===== config.mk =====
export PLATFORM = sky130hd
export DESIGN_NAME = special_register_move_unit_core
export DESIGN_NICKNAME = d
export VERILOG_FILES = /design/src/hdl/srmu_pkg.sv /design/src/hdl/srmu_regfile.sv /design/src/hdl/special_register_move_unit_core.sv
export SDC_FILE = /design/constraint.sdc
export NUM_CORES = 1
export LEC_CHECK = 0
export BUFFER_PORTS_ARGS = -buffer_cell sky130_fd_sc_hd__buf_2
export CAP_MARGIN = 30
export CORE_UTILIZATION = 30
export CTS_BUF_LIST = sky130_fd_sc_hd__clkbuf_4 sky130_fd_sc_hd__clkbuf_8
export CTS_CLUSTER_DIAMETER = 120
export DETAILED_ROUTE_END_ITERATION = 8
export GPL_TIMING_DRIVEN = 0
export HOLD_SLACK_MARGIN = 0.08
export PLACE_DENSITY = 0.45
export SLEW_MARGIN = 30
export SYNTH_ARGS = -nofsm -noshare
export SYNTH_HDL_FRONTEND = slang
export SYNTH_SLANG_ARGS = --single-unit
export TNS_END_PERCENT = 50

===== constraint.sdc =====
create_clock -name clk -period 9.7 [get_ports clk]
set_clock_uncertainty 0.15 [all_clocks]
set_input_delay 0.97 -clock clk [delete_from_list [all_inputs] [get_ports clk]]
set_output_delay 0.97 -clock clk [all_outputs]
set_load 0.01 [all_outputs]

===== src/hdl/srmu_pkg.sv =====
// ----------------------------------------------------------------------------
// srmu_pkg
// Shared types and constants for the special register move unit.
// ----------------------------------------------------------------------------
package srmu_pkg;

	typedef enum logic [3:0] {
		CMD_MFSPR  = 4'd0,
		CMD_MTSPR  = 4'd1,
		CMD_MFTB   = 4'd2,
		CMD_MFMSR  = 4'd3,
		CMD_MTMSR  = 4'd4,
		CMD_MFSR   = 4'd5,
		CMD_MTSR   = 4'd6,
		CMD_MFSRIN = 4'd7,
		CMD_MTSRIN = 4'd8
	} cmd_t;

	localparam logic [9:0] SPR_XER  = 10'd1;
	localparam logic [9:0] SPR_LR   = 10'd8;
	localparam logic [9:0] SPR_CTR  = 10'd9;
	localparam logic [9:0] SPR_UTBL = 10'd268;
	localparam logic [9:0] SPR_UTBU = 10'd269;
	// UGQR0..UGQR7 occupy 896..903: upper seven bits fixed
	localparam logic [6:0] SPR_UGQR_BASE = 7'd112;

	// Operation presented to the register file
	typedef struct packed {
		logic        en;
		cmd_t        cmd;
		logic [9:0]  spr_num;
		logic [3:0]  seg;
		logic [31:0] src;
		logic [63:0] tb;
	} srmu_req_t;

	// Result of one operation
	typedef struct packed {
		logic [31:0] value;
		logic        write;
		logic        bad;
	} srmu_rsp_t;

	// Raw instruction field has its two 5-bit halves swapped
	function automatic logic [9:0] swap_halves(input logic [9:0] f);
		return {f[4:0], f[9:5]};
	endfunction

endpackage


===== src/hdl/srmu_regfile.sv =====
// ----------------------------------------------------------------------------
// srmu_regfile
// Special register file (XER, LR, CTR, GQRs, MSR, SRs) with the
// read/write decode for one move operation.
// ----------------------------------------------------------------------------
module srmu_regfile (
	input  logic                clk,
	input  logic                arst_n,
	input  srmu_pkg::srmu_req_t req,
	output srmu_pkg::srmu_rsp_t rsp
);
	import srmu_pkg::*;

	logic [31:0] xer_q;
	logic [31:0] lr_q;
	logic [31:0] ctr_q;
	logic [31:0] msr_q;
	logic [31:0] gqr_q [8];
	logic [31:0] sr_q  [16];

	logic        gqr_hit;
	logic        spr_hit;
	logic [31:0] spr_rdata;
	logic [31:0] tb_rdata;
	logic        tb_hit;

	assign gqr_hit = (req.spr_num[9:3] == SPR_UGQR_BASE);

	always_comb begin
		spr_hit   = 1'b1;
		spr_rdata = '0;
		unique case (req.spr_num)
			SPR_XER: spr_rdata = xer_q;
			SPR_LR:  spr_rdata = lr_q;
			SPR_CTR: spr_rdata = ctr_q;
			default: begin
				if (gqr_hit) begin
					spr_rdata = gqr_q[req.spr_num[2:0]];
				end else begin
					spr_hit = 1'b0;
				end
			end
		endcase
	end

	always_comb begin
		tb_hit   = 1'b1;
		tb_rdata = '0;
		unique case (req.spr_num)
			SPR_UTBL: tb_rdata = req.tb[31:0];
			SPR_UTBU: tb_rdata = req.tb[63:32];
			default:  tb_hit = 1'b0;
		endcase
	end

	always_comb begin
		rsp = '0;
		unique case (req.cmd) inside
			CMD_MFSPR: begin
				rsp.value = spr_rdata;
				rsp.write = 1'b1;
				rsp.bad   = !spr_hit;
			end
			CMD_MTSPR: rsp.bad = !spr_hit;
			CMD_MFTB: begin
				rsp.value = tb_rdata;
				rsp.write = 1'b1;
				rsp.bad   = !tb_hit;
			end
			CMD_MFMSR: begin
				rsp.value = msr_q;
				rsp.write = 1'b1;
			end
			CMD_MFSR, CMD_MFSRIN: begin
				rsp.value = sr_q[req.seg];
				rsp.write = 1'b1;
			end
			default: rsp = '0;
		endcase
	end

	always_ff @(posedge clk or negedge arst_n) begin
		if (!arst_n) begin
			xer_q <= '0;
			lr_q  <= '0;
			ctr_q <= '0;
			msr_q <= '0;
			for (int i = 0; i < 8; i++) gqr_q[i] <= '0;
			for (int i = 0; i < 16; i++) sr_q[i] <= '0;
		end else if (req.en) begin
			unique case (req.cmd) inside
				CMD_MTSPR: begin
					unique case (req.spr_num)
						SPR_XER: xer_q <= req.src;
						SPR_LR:  lr_q  <= req.src;
						SPR_CTR: ctr_q <= req.src;
						default: begin
							if (gqr_hit) gqr_q[req.spr_num[2:0]] <= req.src;
						end
					endcase
				end
				CMD_MTMSR:             msr_q <= req.src;
				CMD_MTSR, CMD_MTSRIN:  sr_q[req.seg] <= req.src;
				default: ;
			endcase
		end
	end

endmodule


===== src/hdl/special_register_move_unit_core.sv =====
// ----------------------------------------------------------------------------
// special_register_move_unit_core
// PowerPC special register move unit: mfspr/mtspr, mftb, mfmsr/mtmsr,
// mfsr/mtsr, mfsrin/mtsrin against a private register file.
// ----------------------------------------------------------------------------
// Takes one transaction per cycle when not stalled and returns exactly one
// result per transaction, in order. Each passes the input register, then the
// register file read/update and the result register. The register file is
// read and written in the same stage, so each move sees every earlier move.
// out_stall backs up into in_stall through the input register only; while
// the result register is empty, in_stall stays low. An unsupported SPR/TBR
// number raises bad_register; reads of it return zero, writes are dropped.
module special_register_move_unit_core (
	input  logic        clk,
	input  logic        arst_n,
	input  logic        in_valid,
	output logic        in_stall,
	input  logic [3:0]  cmd,
	input  logic [9:0]  spr_field,
	input  logic [3:0]  segment_number,
	input  logic [31:0] source_value,
	input  logic [31:0] index_value,
	input  logic [63:0] time_base,
	output logic        out_valid,
	input  logic        out_stall,
	output logic [31:0] dest_value,
	output logic        dest_write,
	output logic        bad_register
);
	import srmu_pkg::*;

	logic        vld_s1;
	cmd_t        cmd_s1;
	logic [9:0]  spr_num_s1;
	logic [3:0]  seg_s1;
	logic [31:0] src_s1;
	logic [63:0] tb_s1;

	logic        vld_s2;
	srmu_rsp_t   rsp_s2;

	logic        out_ready;
	logic        advance;
	logic        in_acc;
	logic [3:0]  seg_sel;
	srmu_req_t   req;
	srmu_rsp_t   rsp;

	assign out_ready = !vld_s2 || !out_stall;
	assign advance   = vld_s1 && out_ready;
	assign in_stall  = vld_s1 && !out_ready;
	assign in_acc    = in_valid && !in_stall;

	// indirect forms take the segment from rB
	assign seg_sel = (cmd == CMD_MFSRIN || cmd == CMD_MTSRIN) ? index_value[3:0]
	                                                          : segment_number;

	always_ff @(posedge clk or negedge arst_n) begin
		if (!arst_n) begin
			vld_s1 <= 1'b0;
		end else if (in_acc) begin
			vld_s1 <= 1'b1;
		end else if (advance) begin
			vld_s1 <= 1'b0;
		end
	end

	always_ff @(posedge clk) begin
		if (in_acc) begin
			cmd_s1     <= cmd_t'(cmd);
			spr_num_s1 <= swap_halves(spr_field);
			seg_s1     <= seg_sel;
			src_s1     <= source_value;
			tb_s1      <= time_base;
		end
	end

	always_comb begin
		req.en      = advance;
		req.cmd     = cmd_s1;
		req.spr_num = spr_num_s1;
		req.seg     = seg_s1;
		req.src     = src_s1;
		req.tb      = tb_s1;
	end

	srmu_regfile u_regfile (
		.clk    (clk),
		.arst_n (arst_n),
		.req    (req),
		.rsp    (rsp)
	);

	always_ff @(posedge clk or negedge arst_n) begin
		if (!arst_n) begin
			vld_s2 <= 1'b0;
		end else if (advance) begin
			vld_s2 <= 1'b1;
		end else if (!out_stall) begin
			vld_s2 <= 1'b0;
		end
	end

	always_ff @(posedge clk) begin
		if (advance) rsp_s2 <= rsp;
	end

	assign out_valid    = vld_s2;
	assign dest_value   = rsp_s2.value;
	assign dest_write   = rsp_s2.write;
	assign bad_register = rsp_s2.bad;

endmodule


# After elaboration in Yosys (flattened, before gate mapping)
# Cells that the tools add are included.
# word_totals
ff_bits	1046
in_bits	150
out_inout_bits	36
# op_classes
order_cmp	4
n_eq_ne	17
muxes	25
bitwise_logic	3
n_reduce_logical	26
# ops
operator	count
bitwise mux 512 bit	1
bitwise mux 256 bit	1
two-way mux 32 bit	7
case mux 33 bit (4 select lines)	1
binary-select mux 32 bit (select 4 bit)	1
demux 32 bit (select 4 bit)	1
binary-select mux 32 bit (select 3 bit)	1
demux 32 bit (select 3 bit)	1
case mux 32 bit (3 select lines)	1
case mux 32 bit (2 select lines)	1
== test 10 x 4 -> 1 bit (second input constant)	2
== test 10 x 9 -> 1 bit (second input constant)	2
== test 4 x 3 -> 1 bit (second input constant)	5
== test 10 x 1 -> 1 bit (second input constant)	1
AND reduction 3 bit	3
== test 4 x 2 -> 1 bit (second input constant)	2
== test 4 bit (second input constant)	2
OR reduction 2 bit	4
== test 7 bit (second input constant)	1
two-way mux 1 bit	7
zero test 1 bit	6
greater-or-equal comparator 5 bit (second input constant)	1
logical AND 1 bit	5
< comparator 5 x 1 -> 1 bit (second input constant)	1
15 further kinds	17

# Longest topological paths before layout
# Gate-level depths: netlist (run 1).
# depth
depth_word	7
depth_mapped	9

# Hierarchy
# Synthesis (run 1) repeated with hierarchy kept, for this count alone.
# unflattened
cells_unflattened	2856
area_unflattened_um2	46415.8
# by_module_without_submodules
module	instances	cells_per_inst	area_each_um2	seq_area_each_um2
srmu_regfile	1	2671	41631.2	22421.5
special_register_move_unit_core	1	185	4784.6	4494.3

# Least setup slack after synthesis (run 1)
# Ideal clock, no wire load.
# synth_path
kind	input-to-reg
start	in out_stall
end	reg cmd_s1[0], enable pin
setup_ns	0.486
arrival_ns	3.721
required_ns	9.064
slack_ns	5.343
stages	2
path_buffers	0
path_cell_list	nand3_1 -> and2_1
# synth_between
elab_chain_cells	6
# synth_lines
element	line	text
start: declaration	special_register_move_unit_core.sv:25	input logic out_stall,
zero test 1 bit	--	
logical OR 1 bit	special_register_move_unit_core.sv:49	assign out_ready = !vld_s2 || !out_stall;
zero test 1 bit	special_register_move_unit_core.sv:51	assign in_stall = vld_s1 && !out_ready;
logical AND 1 bit	special_register_move_unit_core.sv:51	
zero test 1 bit	special_register_move_unit_core.sv:52	assign in_acc = in_valid && !in_stall;
logical AND 1 bit	special_register_move_unit_core.sv:52	
net in_acc	special_register_move_unit_core.sv:44	logic in_acc;
end signal: assignment	special_register_move_unit_core.sv:70	cmd_s1 <= cmd_t'(cmd);
end: declaration	special_register_move_unit_core.sv:33	cmd_t cmd_s1;
# The timed path passes the listed nets, and every way through them passes these cells.
# A chain may end at the register's enable or synchronous reset.

# Final worst setup path (run 1)
# layout_path
start	reg spr_num_s1[0]
end	reg rsp_s2 (netlist bit dest_value[19]) (data pin)
# layout_between
elab_chain_cells	7
elab_cells_between_ends	13
classes_between	eq/ne: 5; mux: 7; bitwise: 1
# layout_lines
element	line	text
start: declaration	special_register_move_unit_core.sv:34	logic [9:0] spr_num_s1;
start signal: assignment	special_register_move_unit_core.sv:71	spr_num_s1 <= swap_halves(spr_field);
NOT 3 -> 4 bit (not written as such)	srmu_regfile.sv:38	spr_rdata = gqr_q[req.spr_num[2:0]];
binary-select mux 32 bit (select 3 bit)	srmu_regfile.sv:38	
two-way mux 32 bit (not written as such) (2 in a row)	srmu_regfile.sv:38	
two-way mux 32 bit	srmu_regfile.sv:37	if (gqr_hit) begin
case mux 32 bit (3 select lines)	srmu_regfile.sv:32	unique case (req.spr_num)
case mux 33 bit (4 select lines) (*)	srmu_regfile.sv:58	unique case (req.cmd) inside
end signal: assignment	special_register_move_unit_core.sv:105	if (advance) rsp_s2 <= rsp;
end: declaration	special_register_move_unit_core.sv:40	srmu_rsp_t rsp_s2;
# Every way passes the cells marked *; elsewhere a longest branch is shown, timed or not. The select of a mux whose other input is x is not followed.

==> run_results.csv, run 1 <==
group,metric,value,unit
run_status,status,"finished clean",
clocking,htreeDepth,4,
sta,slew_headroom,28.7,%
power_and_ir_drop,leakage,25.8,nW
global_routing,globalRoute.totalOverflow,0,
yosys,yosys_warnings,0,
clocking,clock-sinks,1046,
place,hpwl,102000,um
final_layout,fin_nets,3621,
drt,wl_per_cell,25.0,um
setup_path,crit_chain,"clkbuf_1 -> buf_2 -> buf_2 -> buf_2 -> buf_2 -> mux2i_1 -> o22ai_1 -> or3_1",
yosys,synth_top_flop_cell,"dfrtp_1",
global_routing,grt_pass1_vias,29000,
sta,post-route-period-util,52.5,%
global_routing,grt_first_pass_wirelength,207000,um
floorplan,rows,143,
yosys,ys_seq_area_share,58.6,%
clocking,cts_resized,0,
yosys,syn-cell-area,46000,sq um
sta,setup_ws,4.60,ns
min_path,holdPathStages,2,
min_path,hold_path_end,"seg_s1[3]$_DFFE_PP_",
drt,totalWireLength,141000,um
setup_path,crit_top_cell,"buf_2",
drt,dr.pass1.iters,8,
clocking,cts_tree,"done",
yosys,synth-edff-count,148,
global_routing,grt_max_degree,107,
sta,fin_crit,5.10,ns
drt,drt-initial-drc-count,1829,
sta,setup_viol,0,
setup_path,crit_required,10.19,ns
sta,timing.final.max_slew_violations,0,
floorplan,die_w,393,um
clocking,cts_buffers,189,
drt,drc,0,
drt,via_count,27400,
setup_path,critPathKind,"reg -> reg",
setup_path,rr_startpoint,"spr_num_s1[0]$_DFFE_PP_",
final_layout,area_delta_synth_final,19.1,%
clocking,clk_pin_slew_worst_paths,0.06,ns
sta,tightest_slew,1.07,ns
yosys,async_flop_share,85.9,%
place,port-buffer-count,157,
floorplan,dieArea,155000,sq um
sta,grt_setup_unrepaired,"false",
run,maxCapViolCount,0,
floorplan,die_y,393,um
sta,final.setup.tns,0,ns
setup_path,crit_path_top_delay_cell,"buf_2",
clocking,cts_setup_buffers,0,
drt,viasPerCell,4.85,
global_routing,antenna_found_initial,9,
yosys,avgSynthCellArea,15.3,sq um
power_and_ir_drop,peakVddDrop,0.000105,V
yosys,ys_ff_latch,1046,
yosys,synth_cell_types,46,
floorplan,core_area,152000,sq um
setup_path,r2r_slack,4.60,ns
yosys,synth_nets,3145,
sta,hold_viol,0,
sta,fmax,196,MHz
place,dp_slack,4.54,ns
clocking,clockBufferDepth,3,
floorplan,start_util,30.2,%
setup_path,r2r_end,"dest_value[19]$_SDFFCE_PN0P_",
setup_path,worstSetupStartpointType,"flop",
yosys,synthCells,2995,
clocking,clk_latency,0.94,ns
setup_path,rr_worst_depth,8,
global_routing,grt_usage,18.3,%
setup_path,endpoint_kind,"flop",
power_and_ir_drop,p_per_area,184,nW/um^2
setup_path,path_max_fanout,10,
floorplan,ios,186,
clocking,clockRootBuffer,"clkbuf_8",
min_path,worstHoldStart,"index_value[3]",
place,gp_congestion,0.792,
setup_path,cp.arrival,5.58,ns
final_layout,final_common_cell,"mux2_2",
drt,ant_nets,0,
final_layout,drive_gt1_share,46.3,%
setup_path,max_stage_delay,0.71,ns
min_path,hp-class,"in -> reg",
final_layout,layout_common_cells,"mux2_2, dfrtp_1, buf_2, clkbuf_8, mux2i_1",
[cell usage after synthesis (34+ instances only)]
cell | instances | area share, %
a22oi_1 | 114 | 1.9
buf_1 | 59 | 0.48
buf_2 | 78 | 0.85
clkbuf_1 | 147 | 1.2
dfrtp_1 | 898 | 49
edfxtp_1 | 148 | 9.7
mux2_2 | 928 | 23
mux2i_1 | 189 | 4.1
mux4_2 | 130 | 6.4
nand2_1 | 35 | 0.29
nand3_1 | 84 | 0.91
nor2_1 | 40 | 0.33
or3_1 | 34 | 0.46
[how the worst max path moves through the flow]
stage / from / to / cells after the start
3_3_place_gp: arst_n / u_regfile.xer_q[23]$_DFFE_PN0P_ / 1
6_report: spr_num_s1[0]$_DFFE_PP_ / dest_value[19]$_SDFFCE_PN0P_ / 8
4_1_cts: spr_num_s1[0]$_DFFE_PP_ / dest_value[19]$_SDFFCE_PN0P_ / 8
3_5_place_dp: spr_num_s1[0]$_DFFE_PP_ / dest_value[19]$_SDFFCE_PN0P_ / 8
2_1_floorplan: out_stall / cmd_s1[0]$_DFFE_PP_ / 2
5_1_grt: spr_num_s1[0]$_DFFE_PP_ / dest_value[0]$_SDFFCE_PN0P_ / 8
[per-layer routing]
metal | up-vias | wire length [um] | track usage, %
met3 | 178 | 5690 | 3.53
met4 | 0 | 3000 | 5.21
li1 | 12100 | - | -
met5 | - | 0 | 0
met1 | 14600 | 69800 | 26.9
met2 | 533 | 62900 | 27.3
[logic make-up (layout without fill, tap and decap cells)]
kind of cell	count (synthesis)	count (layout)	synth area share [%]
compound gates	166	166	2.65
buf+inv	293	915	2.70
flops	1046	1046	58.6
mux	1251	1251	33.3
other cells	0	6	0
simple gates	239	239	2.76
[layout make-up]
cell class	instances	area, sq um
clock inverter	44	300
inverter	3	13.8
buffer	290	1250
fill	14800	97300
antenna	6	15.0
sequential	1046	26900
clock buffer	293	3600
tap	2030	2540
multi-input combinational	1656	17800
timing repair buffer	285	2300
[timing repair]
item | in CTS | in global routing
hold endpoints to repair | 199 | 0
hold buffers | 113 | 0
endpoints found under the setup margin | 0 | 0
[registers in the layout, summed over array words and instances (netlist names)]
signal           cells
u_regfile.sr_q     512
src_s1              32
out_valid            1
spr_num_s1          10
tb_s1               64
dest_write           1
vld_s1               1
cmd_s1               4
bad_register         1
dest_value          32
u_regfile.msr_q     32
seg_s1               4
u_regfile.gqr_q    256
u_regfile.lr_q      32
u_regfile.ctr_q     32
u_regfile.xer_q     32
[worst max-delay path: cells and delay by family, from the launching register on]
family                 cells  cell delay (ns)
multiplexers               1             0.63
flip-flops                 1             0.48
AO/OA/AOI/OAI              1             0.28
AND/OR/NAND/NOR            1             0.48
buffers and inverters      5             2.69
[stage by stage]
stage	instances	hold WS [ns]	area [sq um]	utilization [%]	total power, mW
2_1_floorplan	2995	0.291	46000	-	5.40
3_3_place_gp	5182	0.313	49300	32.4	5.78
3_5_place_dp	5197	0.316	49700	32.7	5.80
4_1_cts	5647	0.0964	54700	36.0	10.2
5_1_grt	5649	0.139	54700	36.0	10.5
6_report	5653	0.212	54800	36.0	10.1
[power breakdown]
part           leakage [nW]  internal (mW)  switching (mW)
combinational          9.87          0.395           0.490
sequential             13.8           4.73           0.131
clock                  2.08           2.36            1.95
Note: power is estimated with default switching activity, not from simulation.
==> run 2, diff against run 1 <==
ABC_AREA = 1   (was unset)
PLACE_DENSITY = 0.46   (was 0.45)
clock period = 4.5 ns   (was 9.7 ns; I/O delays follow)
==> run 2 against run 1 <==
Global-route usage up 7.0 points. Maximum frequency grew 46%. Clock power increased by 120%. Sequential cell count is the same. Final cell count increased by 54%. Largest power group unchanged. Area after synthesis is 2.9% higher.
==> run_results.csv, run 2 <==
group,metric,value,unit
place,gp_congestion,0.901,
yosys,ys_ff_latch,1046,
clocking,postCtsHoldBufs,232,
clocking,cts_setup_buffers,0,
floorplan,rows,145,
final_layout,final_common_cell,"nand2_1",
floorplan,dieArea,159000,sq um
final_layout,final_area,57400,sq um
final_layout,fin_nets,6665,
final_layout,layout_common_cells,"nand2_1, dfrtp_1, o21ai_0, clkbuf_1",
sta,slew_headroom,26.5,%
yosys,synth_nets,6070,
sta,post-route-period-util,77.7,%
floorplan,die_y,399,um
sta,setup_viol,0,
clocking,clockRootBuffer,"clkbuf_8",
sta,setup_ws,1.01,ns
setup_path,crit_required,5.05,ns
drt,totalWireLength,202000,um
clocking,clk_latency,0.97,ns
drt,viasPerCell,5.01,
clocking,clockBufferDepth,3,
place,dp_slack,1.11,ns
place,hpwl,141000,um
final_layout,regMostFlops,"u_regfile.sr_q",
power_and_ir_drop,leakage,27.3,nW
yosys,avgSynthCellArea,7.99,sq um
yosys,synthCells,5920,
setup_path,rr_startpoint,"spr_num_s1[2]$_DFFE_PP_",
final_layout,area_delta_synth_final,21.3,%
run_status,status,"finished clean",
drt,drt-initial-drc-count,4555,
sta,fin_crit,3.49,ns
yosys,synth_area_leaders,"dfrtp_1, nand2_1, edfxtp_1",
setup_path,cp.arrival,4.04,ns
sta,timing.final.max_slew_violations,0,
yosys,yosysTopAreaCellShare,47.5,%
yosys,synth-edff-count,148,
power_and_ir_drop,p_per_area,409,nW/um^2
global_routing,grt_first_pass_wirelength,291000,um
global_routing,antenna_found_initial,13,
setup_path,startpoint,"spr_num_s1[2]$_DFFE_PP_",
global_routing,grt_pass1_vias,42300,
clocking,cts_tree,"done",
sta,final.setup.tns,0,ns
place,port-buffer-count,157,
power_and_ir_drop,clockPowerShare,40.9,%
final_layout,largest_reg_flops,512,
floorplan,start_util,30.2,%
power_and_ir_drop,p_switching,6.91,mW
clocking,cts_buffers,189,
run,maxCapViolCount,0,
setup_path,critPathKind,"reg -> reg",
min_path,hp-class,"in -> reg",
floorplan,core_area,156000,sq um
sta,grt_setup_unrepaired,"false",
global_routing,grt_max_degree,110,
clocking,clk_pin_slew_worst_paths,0.06,ns
yosys,syn-cell-area,47300,sq um
drt,dr.pass1.iters,6,
power_and_ir_drop,intPower,16.6,mW
setup_path,endpoint_kind,"flop",
yosys,synthTopCellsByCount,"nand2_1, dfrtp_1, o21ai_0, clkbuf_1, o21ai_1",
final_layout,top_regs,"u_regfile.sr_q: 512 flops, u_regfile.gqr_q: 256 flops, tb_s1: 64 flops",
sta,hold_viol,0,
clocking,cts_resized,0,
sta,fmax,286,MHz
yosys,synth_top_area_cell,"dfrtp_1",
power_and_ir_drop,power_frac_comb,12.8,%
place,dpl_cell_area,51000,sq um
drt,drc,0,
setup_path,r2r_slack,1.01,ns
floorplan,die_w,399,um
sta,tightest_slew,1.10,ns
yosys,async_flop_share,85.9,%
clocking,clock-sinks,1046,
yosys,yosysMostFrequentCell,"nand2_1",
global_routing,globalRoute.totalOverflow,0,
setup_path,path_max_fanout,10,
final_layout,drive_gt1_share,9.91,%
yosys,synth_top_flop_cell,"dfrtp_1",
yosys,ys_seq_area_share,56.9,%
drt,via_count,43700,
global_routing,grt_usage,25.3,%
power_and_ir_drop,peakVddDrop,0.000349,V
drt,wl_per_cell,23.1,um
power_and_ir_drop,swShare,29.4,%
min_path,worstHoldStart,"segment_number[1]",
yosys,yosys_warnings,0,
power_and_ir_drop,seqPwrFrac,46.3,%
floorplan,ios,186,
yosys,synth_cell_types,29,
clocking,htreeDepth,4,
setup_path,worstSetupStartpointType,"flop",
drt,ant_nets,0,
==> run 2: cell types whose count changed after synthesis, sizes merged, moves of 30 or more <==
cell	change
o21ai	+896
nand3	+184
mux2	-928
nor2	+113
or3	-34
nand4	+81
mux2i	-189
o22ai	-30
mux4	-130
nand2	+2756
inv	+201
a22oi	-114
clkbuf	+142
a21oi	+33
==> run 2: power by group through the flow <==
stage / clock (mW) / combinational, mW / sequential, mW
finish: 9.61 / 3.02 / 10.9
floorplan: 0 / 1.49 / 10.9
global route: 10.2 / 3.33 / 11.0
global placement: 0 / 2.77 / 11.1
detailed placement: 0 / 2.85 / 11.0
CTS: 9.79 / 3.02 / 10.9
==> run 2: final cells by class <==
cell class	instances	area [sq um]
fillers	16700	99000
flip-flops and latches	1046	26900
multi-input cells	4238	17800
clock buffers	300	3700
repair buffers	404	3500
well taps	2058	2570
plain buffers	432	1770
inverters	204	773
clock inverters	36	277
diodes	7	17.5
==> run 2: path summary, 6_finish.rpt <==
| check | cells past startpoint | to |
|---|---|---|
| min | 3 | seg_s1[1]$_DFFE_PP_ |
| max | 8 | dest_value[11]$_SDFFCE_PN0P_ |
| max in group asynchronous | 6 | u_regfile.gqr_q[22]$_DFFE_PN0P_ |
| max reg2reg | 8 | dest_value[11]$_SDFFCE_PN0P_ |
| min reg2reg | 2 | out_valid$_DFFE_PN0P_ |
| min in group asynchronous | 4 | u_regfile.sr_q[379]$_DFFE_PN0P_ |
==> run 2: critical path, stage by stage (launching register included) <==
cell and delay, ns:
edfxtp_1 0.31, buf_2 0.24, clkbuf_1 0.60, clkbuf_1 0.74
nand4_1 0.44, nand3_1 0.29, nand2_1 0.18, nand3_1 0.15
nand2_1 0.14
==> run 2: kinds of logic after synthesis <==
group                  share of synthesized area, %
buffers and inverters                          5.35
muxes                                        0.0953
DFF                                            56.9
AOI/OAI and AO/OA                              9.93
and+or+nand+nor                                27.7
==> run 2: layer usage <==
layer  track usage, %  vias up  wire length (um)
met3             4.53      322             14200
met5                0        -                 0
met1             35.1    21700             89900
met4             10.1        0              7960
met2             38.9     1576             89700
li1                 -    20200                 -
==> run 2: metrics by stage <==
stage,power (mW),cells,hold slack [ns],utilization [%]
CTS,23.7,8718,0.0950,36.7
finish,23.5,8725,0.184,36.7
floorplan,12.4,5920,0.00441,-
global route,24.5,8719,0.158,36.7
global placement,13.8,8135,0.307,32.4
detailed placement,13.9,8150,0.219,32.6
